### config.mk
export PLATFORM = sky130hd
export DESIGN_NAME = ilol_front
export DESIGN_NICKNAME = d
export VERILOG_FILES = /design/src/rtl/interval_list_overlap_length_macros.svh /design/src/rtl/ilol_pkg.sv /design/src/rtl/ilol_front.sv
export SDC_FILE = /design/constraint.sdc
export NUM_CORES = 1
export LEC_CHECK = 0
export ABC_AREA = 1
export BUFFER_PORTS_ARGS = -buffer_cell sky130_fd_sc_hd__buf_2
export CAP_MARGIN = 5
export CORE_ASPECT_RATIO = 0.6
export CORE_UTILIZATION = 43
export CTS_CLUSTER_DIAMETER = 80
export DETAILED_ROUTE_END_ITERATION = 7
export MAX_ROUTING_LAYER = met4
export PLACE_DENSITY = 0.63
export RECOVER_POWER = 25
export SETUP_SLACK_MARGIN = 0.2
export SYNTH_ARGS = -nofsm -noshare
export SYNTH_HDL_FRONTEND = slang
export SYNTH_SLANG_ARGS = --single-unit
### constraint.sdc
create_clock -name clk -period 5.6 [get_ports clk]
set_input_delay 1.68 -clock clk [delete_from_list [all_inputs] [get_ports clk]]
set_output_delay 1.68 -clock clk [all_outputs]
set_load 0.01 [all_outputs]
### src/rtl/interval_list_overlap_length_macros.svh
// assertion macros for the interval list overlap length block
// expects clk and arst_n in the scope where a macro is used
`ifndef INTERVAL_LIST_OVERLAP_LENGTH_MACROS_SVH
`define INTERVAL_LIST_OVERLAP_LENGTH_MACROS_SVH

// same-cycle implication, off while reset is asserted
`define ILOL_ASSERT_NOW(label, ante, cons, msg) \
	label: assert property (@(posedge clk) disable iff (!arst_n) (ante) |-> (cons)) \
		else $error(msg);

// next-cycle implication, off while reset is asserted
`define ILOL_ASSERT_NEXT(label, ante, cons, msg) \
	label: assert property (@(posedge clk) disable iff (!arst_n) (ante) |=> (cons)) \
		else $error(msg);

`endif

### src/rtl/ilol_pkg.sv
// shared types and constants for the interval list overlap length block
// no dependencies
package ilol_pkg;

	// configuration port
	localparam int CFG_ADDR_W  = 3;
	localparam int CFG_DATA_W  = 32;
	localparam int CFG_COUNT_W = 11;
	localparam logic [CFG_ADDR_W-1:0] REG_INTERVAL_COUNT = 3'd0;
	localparam logic [CFG_COUNT_W-1:0] COUNT_RESET = 11'd1;

	// front to back queue
	localparam int QUEUE_DEPTH = 4;
	localparam int QUEUE_AW    = 2;

	// list selector carried in tuser
	localparam logic CMD_LIST_A = 1'b0;
	localparam logic CMD_LIST_B = 1'b1;

	// what the back end does with one queued word
	typedef struct packed {
		logic store;
		logic to_b;
		logic merge;
	} ilol_op_ctrl_t;

	// back end status seen by the top level
	typedef struct packed {
		logic busy;
		logic result_wait;
	} ilol_back_stat_t;

endpackage

### src/rtl/ilol_front.sv
// front end: accepts interval words, tracks list fill counts, queues work for the back end
// depends on ilol_pkg
module ilol_front
	import ilol_pkg::*;
#(
	parameter int MAX_INTERVALS = 1024,
	parameter int COORD_BITS    = 24,
	localparam int AW = (MAX_INTERVALS > 1) ? $clog2(MAX_INTERVALS) : 1,
	localparam int CW = $clog2(MAX_INTERVALS + 1)
) (
	input  logic                   clk,
	input  logic                   arst_n,
	input  logic                   in_valid,
	output logic                   in_ready,
	input  logic                   in_cmd,
	input  logic [COORD_BITS-1:0]  in_begin,
	input  logic [COORD_BITS-1:0]  in_finish,
	input  logic [CFG_COUNT_W-1:0] cfg_count,
	output logic                   op_valid,
	input  logic                   op_ready,
	output ilol_op_ctrl_t          op_ctrl,
	output logic [AW-1:0]          op_addr,
	output logic [CW-1:0]          op_count,
	output logic [COORD_BITS-1:0]  op_begin,
	output logic [COORD_BITS-1:0]  op_finish
);

	logic [CW-1:0] eff_count;
	logic [CW-1:0] loaded_a_q, loaded_b_q;
	logic [CW-1:0] cur_loaded, next_a, next_b;
	logic          accept, store, merge;

	ilol_op_ctrl_t         q_ctrl_q   [QUEUE_DEPTH];
	logic [AW-1:0]         q_addr_q   [QUEUE_DEPTH];
	logic [CW-1:0]         q_count_q  [QUEUE_DEPTH];
	logic [COORD_BITS-1:0] q_begin_q  [QUEUE_DEPTH];
	logic [COORD_BITS-1:0] q_finish_q [QUEUE_DEPTH];
	logic [QUEUE_AW-1:0]   wr_ptr_q, rd_ptr_q;
	logic [QUEUE_AW:0]     fill_q;
	logic                  pop;

	// clamp the configured count into 1..MAX_INTERVALS
	always_comb begin
		if (cfg_count == '0) begin
			eff_count = CW'(1);
		end else if (32'(cfg_count) > MAX_INTERVALS) begin
			eff_count = CW'(MAX_INTERVALS);
		end else begin
			eff_count = CW'(cfg_count);
		end
	end

	// classify the incoming word
	assign accept     = in_valid && in_ready;
	assign cur_loaded = (in_cmd == CMD_LIST_B) ? loaded_b_q : loaded_a_q;
	assign store      = cur_loaded < eff_count;
	assign next_a     = loaded_a_q + CW'(store && (in_cmd == CMD_LIST_A));
	assign next_b     = loaded_b_q + CW'(store && (in_cmd == CMD_LIST_B));
	assign merge      = (next_a >= eff_count) && (next_b >= eff_count);

	// fill counts, cleared when a merge is queued
	always_ff @(posedge clk or negedge arst_n) begin
		if (!arst_n) begin
			loaded_a_q <= '0;
			loaded_b_q <= '0;
		end else if (accept) begin
			if (merge) begin
				loaded_a_q <= '0;
				loaded_b_q <= '0;
			end else begin
				loaded_a_q <= next_a;
				loaded_b_q <= next_b;
			end
		end
	end

	// queue pointers
	assign in_ready = fill_q != (QUEUE_AW+1)'(QUEUE_DEPTH);
	assign op_valid = fill_q != '0;
	assign pop      = op_valid && op_ready;

	always_ff @(posedge clk or negedge arst_n) begin
		if (!arst_n) begin
			wr_ptr_q <= '0;
			rd_ptr_q <= '0;
			fill_q   <= '0;
		end else begin
			if (accept) begin
				wr_ptr_q <= wr_ptr_q + QUEUE_AW'(1);
			end
			if (pop) begin
				rd_ptr_q <= rd_ptr_q + QUEUE_AW'(1);
			end
			fill_q <= fill_q + (QUEUE_AW+1)'(accept) - (QUEUE_AW+1)'(pop);
		end
	end

	// queue storage
	always_ff @(posedge clk) begin
		if (accept) begin
			q_ctrl_q[wr_ptr_q]   <= '{store: store, to_b: in_cmd == CMD_LIST_B, merge: merge};
			q_addr_q[wr_ptr_q]   <= cur_loaded[AW-1:0];
			q_count_q[wr_ptr_q]  <= eff_count;
			q_begin_q[wr_ptr_q]  <= in_begin;
			q_finish_q[wr_ptr_q] <= in_finish;
		end
	end

	assign op_ctrl   = q_ctrl_q[rd_ptr_q];
	assign op_addr   = q_addr_q[rd_ptr_q];
	assign op_count  = q_count_q[rd_ptr_q];
	assign op_begin  = q_begin_q[rd_ptr_q];
	assign op_finish = q_finish_q[rd_ptr_q];

endmodule

==> summary.txt <==
STA
  – Final min period: 5.06 ns
  – Final clock skew: 0.0190 ns
  – Slew headroom: 0.341
  – Final hold vios: 0
  – FMAX: 198 MHz
  – Slew Limit Fails: 0
  – Fin Hold WS: ~0.52 ns
  – Period utilization: 0.904
  – RSZ-0062 raised after global routing: no
  – Worst-margin pin slew: 0.987 ns
  – Final setup viols: 0

Setup path
  – RR Startpoint: loaded_a_q[6]
  – CP top delay family: simple AND/OR/NAND/NOR gates
  – Crit-path slowest cell: ha_1
  – Most used cell, CP: nand2_1
  – CP arrival: roughly 5.6 ns
  – CP endpoint kind: flip-flop
  – Reg2reg path depth: 24
  – Worst r2r dst: loaded_a_q[1]
  – Startpoint Class: input pin
  – CP max FO: 12
  – Register-to-register setup slack: between 1 and 1.5 ns
  – Worst setup path category: input pin to flip-flop
  – WP buf/inv: 6
  – WP data required: 6.09 ns
  – Max incr delay on CP: 0.31 ns

Synthesis
  – Post-synthesis simple-gate area fraction: 0.106
  – Most instantiated cells after synthesis: edfxtp_1, nor2_1, o21ai_0, nand2_1, o22ai_1
  – Ys flop type: edfxtp_1
  – Synthesized Nets: 1197
  – Register area share after synthesis: 0.704
  – Asr flop ratio synth: 0.0915
  – Area share of the largest cell type after synthesis: 0.649
  – Largest family of logic cells by synthesized area: simple AND/OR/NAND/NOR gates
  – Post-synth EDFFs: 288
  – Cell count after synthesis: 1090
  – Yosys cell types: 30
  – Compound-Gate Fraction of Synth Area: 0.102
  – Post-Synth Adder-Cell Area: 0.0409
  – Leading area contributor after synthesis: edfxtp_1
  – Syn. warnings: 0
  – Area share of xor/xnor cells in the synthesized design: 0.0131
  – Most frequent cell after synthesis: edfxtp_1
  – Mux cell area share after synthesis: 0
  – Post-synthesis register bit count: ~320
  – Mapped cell area: between 10000 and 15000 µm²
  – Avg Cell Area, Syn: 12.2 µm²
  – Top post-synthesis cells by area: edfxtp_1, o21ai_0, dfrtp_1, nor2_1, ha_1

Drt
  – DR iter-0 viols: 740
  – Via count: 8702
  – Post-route ant nets: 0
  – Final wirelength: 31000 µm
  – Routed vias/inst: just over 5
  – Post-DR wirelength/cell: about 18 µm
  – Pre-antenna DRT Iters: 5
  – DRC: 0

Power
  – Power density over the cells: 502 nW/µm²
  – Max rail drop VDD: roughly 0.33 mV
  – Leak: a little under 6 nW
  – Tot Pwr: 7.88 mW

GRT
  – First-pass GRT wire length: 49100 µm
  – Largest net degree at the start of global routing: 99
  – Gr usage total: 0.204
  – Number of antenna violations at the first check in global routing: 0
  – Vias in the first global route: 8462
  – Gr ovfl total: 0

Clocking
  – Root buffer selected by CTS: clkbuf_16
  – Reg clk slew, reported paths: about 0.070 ns
  – Clock sink total: 317
  – Deepest clock path buffer count: 3
  – Worst-Skew Late Latency: 0.56 ns
  – H-tree depth: 1
  – TritonCTS clock tree: done
  – CTS Buf Count: 29

Place
  – GP Congestion: 0.916
  – Detail Placement HPWL: approximately 19000 µm
  – # port buffers: 137

Final layout
  – Area added between synthesis and finish: 17.9%
  – Post-layout nets: 1373
  – Inserted Diodes: 0
  – Fraction of layout cells with a size suffix above 1: 0.179

Floorplanning
  – Die ar.: roughly 32000 µm²
  – Die width: about 230 µm
  – Core region area: 30200 µm²
  – Starting Density: 0.441
  – # rows: between 40 and 50
  – Die height: 138 µm
  – Io pins: 138

Min path
  – Hold path startpoint: loaded_b_q[0]
  – Hold crit path type: flip-flop to flip-flop
  – Hold EP: loaded_b_q[0]
  – Hold Crit Depth: 2

Flow run
  – Max cap viols: 0

Run status
  – Outcome: complete, no violations
[state kept, by name, indices dropped and copies added, names as in the netlist]
signal      cells
rd_ptr_q        2
fill_q          3
q_count_q      44
loaded_b_q     11
q_finish_q     96
q_begin_q      96
loaded_a_q     11
wr_ptr_q        2
q_ctrl_q       12
q_addr_q       40
[worst reg2reg max path, stage by stage (launching register included)]
cell     delay [ns]
dfrtp_1        0.48
inv_1          0.13
o21ai_0        0.29
ha_1           0.31
a21oi_1        0.15
o21ai_0        0.10
a21oi_1        0.13
nand2_1        0.11
nor2_1         0.11
ha_2           0.19
ha_1           0.16
nand2_1        0.06
nor2_1         0.09
buf_4          0.15
nand4_1        0.11
xor2_1         0.20
inv_2          0.05
ha_1           0.29
a21oi_1        0.18
o21a_1         0.15
nand4_1        0.11
nand2_2        0.17
buf_8          0.17
nand3_1        0.08
nand2_1        0.08
[metal layers]
layer	vias up	routed length, µm	part of all wire	global-route usage
met5	-	0	0	-
met4	0	518	0.017	0.0421
met3	41	1870	0.060	0.0380
met2	245	13400	0.43	0.293
met1	4154	15200	0.49	0.302
li1	4262	-	-	-
[repair_timing]
item                       in CTS  in global routing
hold buffers                    0                  0
resized for setup               0                 13
setup endpoints to repair       0                 26
buffers inserted                0                  2
[worst max path at each step]
stage / startpoint / endpoint / slack, ns / cells past startpoint
after detailed placement: in_cmd / loaded_a_q[0] / -0.25 / 24
final: cfg_count[0] / loaded_a_q[1] / 0.54 / 28
after floorplan: in_valid / q_addr_q[0][0] / 0.11 / 3
after CTS: in_cmd / loaded_a_q[1] / 0.32 / 23
after global routing: cfg_count[2] / loaded_b_q[9] / 0.20 / 28
after global placement: in_cmd / loaded_b_q[1] / -0.17 / 25
[report_power, final]
group	internal (mW)	switching [mW]	total, mW
clock	1.05	0.861	1.91
sequential	3.11	0.183	3.30
combinational	0.870	1.80	2.67
total	5.04	2.84	7.88
[final cells by class]
class                      instances  area, µm²
multi-input combinational        657       3560
clock inverter                    11        100
fill                            2638      14500
tap                              408        510
clock buffer                      43        808
sequential                       317       9380
timing repair buffer             200       1120
inverter                          61        231
[stage by stage]
step | TNS (ns) | util | setup slack (ns) | cell area [µm²] | std cells
after floorplan | 0 | - | 0.106 | 13300 | 1090
after global placement | -3.28 | 0.490 | -0.170 | 14800 | 1641
after detailed placement | -4.86 | 0.490 | -0.248 | 14800 | 1641
after CTS | 0 | 0.520 | 0.324 | 15700 | 1695
after global routing | 0 | 0.520 | 0.199 | 15700 | 1697
final | 0 | 0.520 | 0.540 | 15700 | 1697
[logic make-up after synthesis]
group / after synthesis
adder cells (fa/ha/maj): 43
AO/OA/AOI/OAI: 251
flip-flops: 317
buffers and inverters: 116
XOR/XNOR: 20
AND/OR/NAND/NOR: 343
[placed cells by master (no fill, tap or decap), drive strengths merged, types with 2 or more instances in the layout]
master  count
clkinv      8
nor2      176
nand2     120
ha         42
nand3      32
dfrtp      29
o21a        2
clkbuf     90
or2         2
nor3        4
inv        63
xor2       16
edfxtp    288
o21ai     160
a21oi      16
o22ai      72
xnor2       4
buf       153
nand4       8
Note: power is estimated with default switching activity, not from simulation.
